File: src/rtl/core/tpq_pkg.sv
package tpq_pkg;

    typedef enum logic [2:0] {
        OP_PUSH   = 3'd0,
        OP_GET    = 3'd1,
        OP_FINISH = 3'd2,
        OP_POP    = 3'd3,
        OP_STOP   = 3'd4
    } op_t;

    localparam int unsigned CNT_W  = 32;
    localparam int unsigned WORD_W = 64;
    localparam int unsigned SLOT_W = 4;

    // s_tdata: func, item_value, slot_index
    localparam int unsigned S_DATA_W = 72;
    // m_tdata: ok, read_value, read_slot, head, mid, tail, stopped, consumer_ready
    localparam int unsigned M_DATA_W = 168;

    // result of one item, apart from the word that comes from the slot store
    typedef struct packed {
        logic              ok;
        logic              rd_en;
        logic [SLOT_W-1:0] read_slot;
        logic [CNT_W-1:0]  head_count;
        logic [CNT_W-1:0]  mid_count;
        logic [CNT_W-1:0]  tail_count;
        logic              stopped;
        logic              consumer_ready;
    } res_t;

endpackage

File: src/rtl/core/tpq_ram.sv
module tpq_ram #(
    parameter int unsigned WIDTH = 64,
    parameter int unsigned DEPTH = 16
) (
    input  logic                     aclk,
    input  logic                     we,
    input  logic [$clog2(DEPTH)-1:0] waddr,
    input  logic [WIDTH-1:0]         wdata,
    input  logic                     re,
    input  logic [$clog2(DEPTH)-1:0] raddr,
    output logic [WIDTH-1:0]         rdata
);

    logic [WIDTH-1:0] mem [DEPTH];
    logic [WIDTH-1:0] rdata_reg;

    always_ff @(posedge aclk) begin
        if (we) begin
            mem[waddr] <= wdata;
        end
        if (re) begin
            rdata_reg <= mem[raddr];
        end
    end

    assign rdata = rdata_reg;

endmodule

File: src/rtl/core/tpq_ctrl.sv
module tpq_ctrl
    import tpq_pkg::*;
#(
    parameter int unsigned DEPTH = 16
) (
    input  logic                     aclk,
    input  logic                     aresetn,
    input  logic                     op_fire,
    input  logic [2:0]               func,
    input  logic [WORD_W-1:0]        item_value,
    input  logic [SLOT_W-1:0]        slot_index,
    output res_t                     res,
    output logic                     ram_we,
    output logic [$clog2(DEPTH)-1:0] ram_waddr,
    output logic [WORD_W-1:0]        ram_wdata,
    output logic                     ram_re,
    output logic [$clog2(DEPTH)-1:0] ram_raddr
);

    localparam int unsigned AW = $clog2(DEPTH);

    logic [CNT_W-1:0] head_reg, head_next;
    logic [CNT_W-1:0] mid_reg,  mid_next;
    logic [CNT_W-1:0] tail_reg, tail_next;
    logic [AW-1:0]    head_slot_reg, head_slot_next;
    logic [AW-1:0]    mid_slot_reg,  mid_slot_next;
    logic [AW-1:0]    tail_slot_reg, tail_slot_next;
    logic             stop_reg, stop_next;

    logic [CNT_W-1:0] fill, mid_gap, tail_gap, ready_gap;
    logic [CNT_W-1:0] sidx_w, mid_slot_w;
    logic             can_push, mid_behind, tail_behind, slot_ok;
    logic             ok;
    logic [SLOT_W-1:0] read_slot;

    // slot tracks count mod DEPTH; it restarts at 0 when the count wraps
    function automatic logic [AW-1:0] slot_adv(input logic [AW-1:0] slot,
                                               input logic [CNT_W-1:0] cnt);
        if (cnt == '1 || slot == AW'(DEPTH - 1)) begin
            return '0;
        end
        return slot + AW'(1);
    endfunction

    assign fill        = head_reg - tail_reg;
    assign mid_gap     = head_reg - mid_reg;
    assign tail_gap    = mid_reg - tail_reg;
    assign can_push    = fill < CNT_W'(DEPTH);
    assign mid_behind  = (mid_gap != '0) && !mid_gap[CNT_W-1];
    assign tail_behind = (tail_gap != '0) && !tail_gap[CNT_W-1];
    assign sidx_w      = CNT_W'(slot_index);
    assign slot_ok     = sidx_w < CNT_W'(DEPTH);
    assign mid_slot_w  = CNT_W'(mid_slot_reg);

    always_comb begin
        head_next      = head_reg;
        mid_next       = mid_reg;
        tail_next      = tail_reg;
        head_slot_next = head_slot_reg;
        mid_slot_next  = mid_slot_reg;
        tail_slot_next = tail_slot_reg;
        stop_next      = stop_reg;
        ok             = 1'b0;
        ram_we         = 1'b0;
        ram_waddr      = head_slot_reg;
        ram_wdata      = item_value;
        ram_re         = 1'b0;
        ram_raddr      = mid_slot_reg;
        read_slot      = '0;
        if (op_fire) begin
            unique case (func)
                OP_PUSH: begin
                    if (can_push) begin
                        ram_we         = 1'b1;
                        head_next      = head_reg + CNT_W'(1);
                        head_slot_next = slot_adv(head_slot_reg, head_reg);
                        ok             = 1'b1;
                    end
                end
                OP_GET: begin
                    if (mid_behind) begin
                        ram_re    = 1'b1;
                        read_slot = mid_slot_w[SLOT_W-1:0];
                        ok        = 1'b1;
                    end
                end
                OP_FINISH: begin
                    if (mid_behind && slot_ok) begin
                        ram_we        = 1'b1;
                        ram_waddr     = sidx_w[AW-1:0];
                        mid_next      = mid_reg + CNT_W'(1);
                        mid_slot_next = slot_adv(mid_slot_reg, mid_reg);
                        ok            = 1'b1;
                    end
                end
                OP_POP: begin
                    if (tail_behind) begin
                        ram_re         = 1'b1;
                        ram_raddr      = tail_slot_reg;
                        tail_next      = tail_reg + CNT_W'(1);
                        tail_slot_next = slot_adv(tail_slot_reg, tail_reg);
                        ok             = 1'b1;
                    end
                end
                OP_STOP: begin
                    stop_next = 1'b1;
                    ok        = 1'b1;
                end
                default: begin
                end
            endcase
        end
    end

    assign ready_gap = head_next - mid_next;

    always_comb begin
        res.ok             = ok;
        res.rd_en          = ram_re;
        res.read_slot      = read_slot;
        res.head_count     = head_next;
        res.mid_count      = mid_next;
        res.tail_count     = tail_next;
        res.stopped        = stop_next;
        res.consumer_ready = (ready_gap != '0) && !ready_gap[CNT_W-1];
    end

    always_ff @(posedge aclk) begin
        if (!aresetn) begin
            head_reg      <= '0;
            mid_reg       <= '0;
            tail_reg      <= '0;
            head_slot_reg <= '0;
            mid_slot_reg  <= '0;
            tail_slot_reg <= '0;
            stop_reg      <= 1'b0;
        end else begin
            head_reg      <= head_next;
            mid_reg       <= mid_next;
            tail_reg      <= tail_next;
            head_slot_reg <= head_slot_next;
            mid_slot_reg  <= mid_slot_next;
            tail_slot_reg <= tail_slot_next;
            stop_reg      <= stop_next;
        end
    end

endmodule

File: src/rtl/core/three_pointer_ring_queue_unit.sv
// The item is held in the input register, then its result in the result register;
// the slot store read is registered into the same stage as the result.
// Throughput: one item per cycle while m_tready is high.
// Reset (aresetn low, synchronous): clears counters, stop flag and both valids;
// the slot store is not cleared.
module three_pointer_ring_queue_unit
    import tpq_pkg::*;
#(
    parameter int unsigned DEPTH = 16
) (
    input  logic                aclk,
    input  logic                aresetn,
    input  logic                s_tvalid,
    output logic                s_tready,
    // [2:0] func, [66:3] item_value, [70:67] slot_index, [71] zero
    input  logic [S_DATA_W-1:0] s_tdata,
    output logic                m_tvalid,
    input  logic                m_tready,
    // [0] ok, [64:1] read_value, [68:65] read_slot, [100:69] head_count,
    // [132:101] mid_count, [164:133] tail_count, [165] stopped,
    // [166] consumer_ready, [167] zero
    output logic [M_DATA_W-1:0] m_tdata
);

    localparam int unsigned AW = $clog2(DEPTH);

    logic              in_valid_reg, in_valid_next;
    logic [2:0]        in_func_reg;
    logic [WORD_W-1:0] in_value_reg;
    logic [SLOT_W-1:0] in_sidx_reg;
    logic              out_valid_reg, out_valid_next;
    res_t              out_res_reg;

    logic              s_fire, advance, op_fire;
    res_t              res;
    logic              ram_we, ram_re;
    logic [AW-1:0]     ram_waddr, ram_raddr;
    logic [WORD_W-1:0] ram_wdata, ram_rdata, read_value;

    assign advance  = !out_valid_reg || m_tready;
    assign op_fire  = in_valid_reg && advance;
    assign s_tready = !in_valid_reg || advance;
    assign s_fire   = s_tvalid && s_tready;

    always_comb begin
        in_valid_next = in_valid_reg;
        if (s_fire) begin
            in_valid_next = 1'b1;
        end else if (op_fire) begin
            in_valid_next = 1'b0;
        end
        out_valid_next = out_valid_reg;
        if (op_fire) begin
            out_valid_next = 1'b1;
        end else if (m_tready) begin
            out_valid_next = 1'b0;
        end
    end

    always_ff @(posedge aclk) begin
        if (!aresetn) begin
            in_valid_reg  <= 1'b0;
            out_valid_reg <= 1'b0;
        end else begin
            in_valid_reg  <= in_valid_next;
            out_valid_reg <= out_valid_next;
        end
    end

    always_ff @(posedge aclk) begin
        if (s_fire) begin
            in_func_reg  <= s_tdata[2:0];
            in_value_reg <= s_tdata[66:3];
            in_sidx_reg  <= s_tdata[70:67];
        end
        if (op_fire) begin
            out_res_reg <= res;
        end
    end

    tpq_ctrl #(
        .DEPTH(DEPTH)
    ) u_ctrl (
        .aclk      (aclk),
        .aresetn   (aresetn),
        .op_fire   (op_fire),
        .func      (in_func_reg),
        .item_value(in_value_reg),
        .slot_index(in_sidx_reg),
        .res       (res),
        .ram_we    (ram_we),
        .ram_waddr (ram_waddr),
        .ram_wdata (ram_wdata),
        .ram_re    (ram_re),
        .ram_raddr (ram_raddr)
    );

    // read data holds while the result waits, since no new read is issued
    tpq_ram #(
        .WIDTH(WORD_W),
        .DEPTH(DEPTH)
    ) u_slot_store (
        .aclk (aclk),
        .we   (ram_we),
        .waddr(ram_waddr),
        .wdata(ram_wdata),
        .re   (ram_re),
        .raddr(ram_raddr),
        .rdata(ram_rdata)
    );

    assign read_value = out_res_reg.rd_en ? ram_rdata : '0;
    assign m_tvalid   = out_valid_reg;
    assign m_tdata    = {1'b0,
                         out_res_reg.consumer_ready,
                         out_res_reg.stopped,
                         out_res_reg.tail_count,
                         out_res_reg.mid_count,
                         out_res_reg.head_count,
                         out_res_reg.read_slot,
                         read_value,
                         out_res_reg.ok};

endmodule

File: config.mk
export PLATFORM = sky130hd
export DESIGN_NAME = three_pointer_ring_queue_unit
export DESIGN_NICKNAME = d
export VERILOG_FILES = /design/src/rtl/core/tpq_pkg.sv /design/src/rtl/core/tpq_ram.sv /design/src/rtl/core/tpq_ctrl.sv /design/src/rtl/core/three_pointer_ring_queue_unit.sv
export SDC_FILE = /design/constraint.sdc
export NUM_CORES = 2
export LEC_CHECK = 0
export BUFFER_PORTS_ARGS = -buffer_cell sky130_fd_sc_hd__buf_2
export CELL_PAD_IN_SITES_DETAIL_PLACEMENT = 1
export CELL_PAD_IN_SITES_GLOBAL_PLACEMENT = 1
export CORE_ASPECT_RATIO = 0.8
export CORE_MARGIN = 1.5
export CORE_UTILIZATION = 50
export DETAILED_ROUTE_END_ITERATION = 12
export PLACE_DENSITY_LB_ADDON = 0.3
export SYNTH_ARGS = -nofsm -noshare
export SYNTH_HDL_FRONTEND = slang
export SYNTH_HIERARCHICAL = 1
export SYNTH_SLANG_ARGS = --single-unit
File: constraint.sdc
create_clock -name aclk -period 27.6 [get_ports aclk]
set_input_delay 1.38 -clock aclk [delete_from_list [all_inputs] [get_ports aclk]]
set_output_delay 1.38 -clock aclk [all_outputs]
set_load 0.01 [all_outputs]
* Word-level counts from Yosys, hierarchy flattened
Memories as Yosys holds them, arrays and structs flattened. A register that Yosys moved wholly into a read port is not among the register bits.
Cells that the tools add are included.
** Word-level totals
- Bits in writable memories :: 1024
- Bits in read-only memories :: 0
- Memories kept :: 1
- Output and inout bits :: 170
- Bits of input ports :: 76
- Logic and storage cells :: 120
- Latch bits :: 0
- Register bits :: 286
** Memory list
- u_slot_store.mem :: depth 16, bits a word 64, rd ports 1, clocked after memory_dff 1, wr ports 1, line tpq_ram.sv:14 : logic [WIDTH-1:0] mem [DEPTH];
** Cells by class
- $mul :: 0
- Div/mod/pow operators :: 0
- Add/subtract/negate cells :: 10
- Shifts and indexed selects :: 0
- Multiplexer cells :: 51
- Order comparisons :: 2
- Eq/ne operators :: 10
- Reduce and logical (&&, ||, !) cells :: 26
- Bitwise logic cells :: 0
** Operators by type and width (count)
- $mux 32 :: 9
- $sub 32x32->32 :: 4
- $add 32x1->32 const B :: 3
- $eq 32x32->1 const B :: 3
- $reduce_bool 32->1 :: 3
- $mux 64 :: 1
- $mux 4 :: 12
- $lt 32x5->1 const B :: 1
- $mux 1 :: 26
- $add 4x1->4 const B :: 3
- $eq 4x4->1 const B :: 3
- $reduce_and 3->1 :: 3
- $eq 3x2->1 const B :: 2
- $logic_and 1x1->1 :: 6
- $logic_not 1->1 :: 5
- $logic_or 1x1->1 :: 5
- $lt 4x5->1 const B :: 1
- $pmux 1 s5 :: 1
- $pmux 1 s2 :: 2
- $reduce_bool 2->1 :: 2
- $eq 3x1->1 const B :: 1
- $eq 3x3->1 const B :: 1
- $logic_not 3->1 :: 1
- $reduce_and 2->1 :: 1

* Depth between registers and ports, before layout
- Depth in word-level cells :: 10
- Depth in mapped cells :: 30
- Gate-level depth less buffers :: 27

* Cells and area by module
The synthesis kept the hierarchy.
** By module, submodules not included
- tpq_ram :: seq. area each 32671.3 um2, instances 1, cells each 1647, area each 40222.3 um2
- tpq_ctrl :: seq. area each 2182.1 um2, instances 1, cells each 1979, area each 14237.4 um2
- three_pointer_ring_queue_unit :: seq. area each 5295.1 um2, instances 1, cells each 359, area each 6633.9 um2

* Worst setup path after synthesis
Ideal clock, no wire load.
- Path type :: input -> register
- Start :: in m_tready
- End :: mem u_slot_store.mem[0][0], enable pin
- Required time :: 27.035 ns
- Cell stages on the path :: 11
- Arrival :: 12.790 ns
- Buffers on the path :: 2
- Setup slack :: 14.246 ns
- Path through :: nor2b_1 -> nor2b_1 -> inv_1 -> nor2_1 -> nand2_1 -> or4b_4 -> buf_6 -> buf_2 -> nand2_1 -> or3b_2 -> nor3_1
** On the way
- Longest elaborated chain between the ends :: 5
** RTL lines
- start, declared :: line three_pointer_ring_queue_unit.sv:18 : input logic m_tready,
- $logic_or 1x1->1 :: line three_pointer_ring_queue_unit.sv:40 : assign advance = !out_valid_reg || m_tready;
- $logic_and 1x1->1 :: line three_pointer_ring_queue_unit.sv:41 : assign op_fire = in_valid_reg && advance;
- net op_fire :: line three_pointer_ring_queue_unit.sv:34 : logic s_fire, advance, op_fire;
- $mux 1 :: line tpq_ctrl.sv:70 : if (op_fire) begin
- net ram_we :: line three_pointer_ring_queue_unit.sv:36 : logic ram_we, ram_re;
- $mux 1 :: line tpq_ram.sv:18 : if (we) begin
- $mux 1 (not written as such) :: line tpq_ram.sv:19 : mem[waddr] <= wdata;
- end, declared :: line tpq_ram.sv:14
The timed path passes the listed nets, and every way through them passes these cells.

==> results by group <==
Global routing
  – Tot GR Track Use: 27.6%
  – Grt ovf: 0
  – Initial antenna violation count: 13
  – Vias in the first global route: 36663
  – Largest net degree at the start of global routing: 102
  – First-pass GRT wire length: 250000 um

Outcome
  – Status: completed

Layout
  – Fin area: 67100 um^2
  – Max reg flops: 1024
  – Share of cells above drive strength 1: 20.7%
  – P&R area growth vs syn: 9.80%
  – Most frequent cells in the layout: edfxtp_1, mux4_2, nand2_1
  – Post-layout util: 55.5%
  – Commonest non-fill, non-tap cell in the layout: edfxtp_1
  – NumNets Final: 4293
  – Register name with the most flops: u_slot_store/mem
  – Non-Filler Instances: 5821

Logic synthesis
  – Synth warn: 6
  – Yosys reg bits: 1374
  – Synthesized Nets: 4193
  – Cell Area, Synth: 61100 um^2
  – Post-synthesis cell type count: 96
  – Main synth FF type: edfxtp_1
  – Post-synth EDFFs: 1263
  – Post-Synthesis Mean Instance Area: 15.3 um^2
  – Ys async rst share: 0%
  – Sequential area share after synthesis: 65.7%
  – Mapped Cells: 3985

Timing
  – Endpoints failing hold: 0
  – Fin crit share: 34.6%
  – Max Slew Vio Count: 0
  – Final setup TNS: 0 ps
  – Relative max-transition margin: 17.0%
  – Least-Margin Pin Slew: 1230 ps
  – Final setup vio count: 0
  – Clock skew: 28.7 ps
  – Max Fclk: 105 MHz
  – Post-route minimum period: 9540 ps
  – Hold slack: 482 ps
  – RSZ-0062 raised after global routing: false

Placed design
  – Cell Area, Placed: 62900 um^2
  – DP Wirelength: 108000 um
  – Routability congestion estimate: 0.929
  – Placed cell count: 5569
  – PortBufs: 243

Worst setup path
  – Worst-path fanout max: 22
  – CP arrival: 10120 ps
  – Crit path required time: 28170 ps
  – Crit start category: flop
  – Worst reg2reg endpoint: m_tdata[166]
  – R2R cell count: 27
  – R2r setup slk: 18060 ps
  – Reg-to-reg startpoint: u_ctrl/mid_reg[0]
  – Worst setup EP type: flop
  – Setup Crit Path Kind: reg2reg

Min path
  – Hold path cells: 2
  – Hold Path Class: reg2reg
  – Hold Path Sink: u_ctrl/tail_reg[3]
  – HP Start: u_ctrl/tail_reg[3]

Pwr
  – Logic pwr share: 2.6%
  – Leakage power: 23.4 nW
  – Switching pwr: 882 uW
  – Sequential share of power: 55.3%
  – IR drop worst, VDD: 0.0000557 V
  – Internal: 3.31 mW
  – Clock Power Share: 42.1%
  – Switching portion of total power: 21.0%
  – Pwr/cell area: 62.4 nW/um^2

Clock tree
  – Post-CTS Resized: 0
  – Clk buf depth: 3
  – Worst-Skew Late Latency: 770 ps
  – Postcts setup bufs: 0
  – CTS tree: built
  – Hold_buf cts: 0
  – Htree depth: 4
  – Num Clock Sinks: 1374
  – Clock transition at the registers of the reported paths: 60 ps
  – Num CTS Buffers: 138
  – Root Buffer: clkbuf_16

Floorplan
  – Die X: 394 um
  – Core area: 121000 um^2
  – Row cnt: 114
  – Starting Density: 50.5%
  – Die ar.: 124000 um^2
  – Ports: 246
  – DIE HEIGHT: 316 um

Detailed routing
  – Initial DRT Pass Iterations: 5
  – Drt wl/cell: 29.6 um
  – DR DRC count: 0
  – ANT nets after route: 0
  – Routed vias: 36294
  – Violation count after the first detailed-route iteration: 3498
  – Vias per cell: 6.24
  – Routed WL: 172000 um

Flow run
  – Max-cap viol count: 0
## cell type report
type	count	area, um^2
Fill cell	11441	53900
Inverter	152	571
Tap cell	1624	2030
Sequential cell	1374	40100
Antenna cell	4	10.0
Clock inverter	68	518
Timing Repair Buffer	298	1640
Clock buffer	180	3670
Multi-Input combinational cell	2121	18500
## worst max-delay path by stage
stage	cells past startpoint	slack [ps]	end	start
floorplan	11	14250	u_slot_store/mem[0][0]	m_tready
global placement	26	18750	m_tdata[166]	u_ctrl/mid_reg[1]
detailed placement	27	18630	m_tdata[166]	u_ctrl/mid_reg[1]
CTS	27	18530	m_tdata[166]	u_ctrl/mid_reg[1]
global route	26	17800	m_tdata[166]	u_ctrl/mid_reg[2]
finish	27	18060	m_tdata[166]	u_ctrl/mid_reg[0]
## power groups by stage
stage	Clock [mW]	Combinational [mW]	Sequential [mW]
2_1_floorplan	0	0.0915	2.34
3_3_place_gp	0	0.106	2.36
3_5_place_dp	0	0.108	2.36
4_1_cts	1.80	0.109	2.32
5_1_grt	1.86	0.115	2.32
6_report	1.76	0.109	2.32
## cells by family (layout without fill, tap and decap cells)
family / Yosys count / in the layout / share of synthesized area (%)
other: 1 / 5 / 0.00614
and+or+nand+nor: 925 / 925 / 7.92
adders and majority gates: 132 / 132 / 2.74
buffers and inverters: 490 / 698 / 4.35
muxes: 306 / 306 / 10.3
DFF: 1374 / 1374 / 65.7
xor gates and xnor gates: 133 / 133 / 1.94
AOI/OAI and AO/OA: 624 / 624 / 7.05
## worst max-delay path, cell delays in order, from the launching register on
cell	delay [ps]
dfxtp_1	530
ha_1	270
fa_1	250
nor2b_1	100
o31ai_1	460
o21ai_0	290
a211oi_1	670
o21ai_0	250
xor2_1	290
nor4_1	110
nand4_1	250
nand3_1	870
or3_1	700
xnor2_1	360
ha_1	280
o21a_1	140
o31a_1	170
o21ai_0	120
a21boi_0	380
o41ai_1	140
buf_4	180
o311ai_0	990
a211oi_1	340
o21ai_0	380
a21o_1	230
a21oi_1	90
xnor3_1	270
a31oi_1	270
## through the flow
step | setup slack, ps | total power [mW]
3_5_place_dp | 18630 | 2.47
2_1_floorplan | 14250 | 2.43
5_1_grt | 17800 | 4.30
6_report | 18060 | 4.19
4_1_cts | 18530 | 4.23
3_3_place_gp | 18750 | 2.46
## synthesized netlist by cell type, drive strengths merged (24+ instances only)
cell type / count / area (um^2)
edfxtp: 1263 / 37900
a21o: 42 / 315
nand4: 64 / 400
clkbuf: 107 / 410
a22oi: 132 / 991
a21oi: 132 / 664
and3: 34 / 213
o21ai: 80 / 408
a31oi: 26 / 163
nor3: 71 / 395
inv: 152 / 571
and2: 119 / 825
ha: 129 / 1610
xnor2: 99 / 875
nand2: 251 / 942
nand3: 74 / 370
o21a: 32 / 240
nor2b: 24 / 150
dfxtp: 111 / 2220
xor2: 33 / 289
buf: 231 / 1680
mux4: 256 / 5770
nor2: 159 / 597
mux2i: 41 / 410
## routing by layer
layer | up-vias | wire length [um] | share of wire, % | GRT usage, %
met3 | 236 | 14100 | 8.2 | 4.98
met4 | 2 | 3690 | 2.1 | 7.33
met2 | 1502 | 77500 | 45 | 41.6
met5 | - | 20 | 0.012 | 0
met1 | 18965 | 77100 | 45 | 41.5
li1 | 15589 | - | - | -
(Power assumes the default switching activity.)
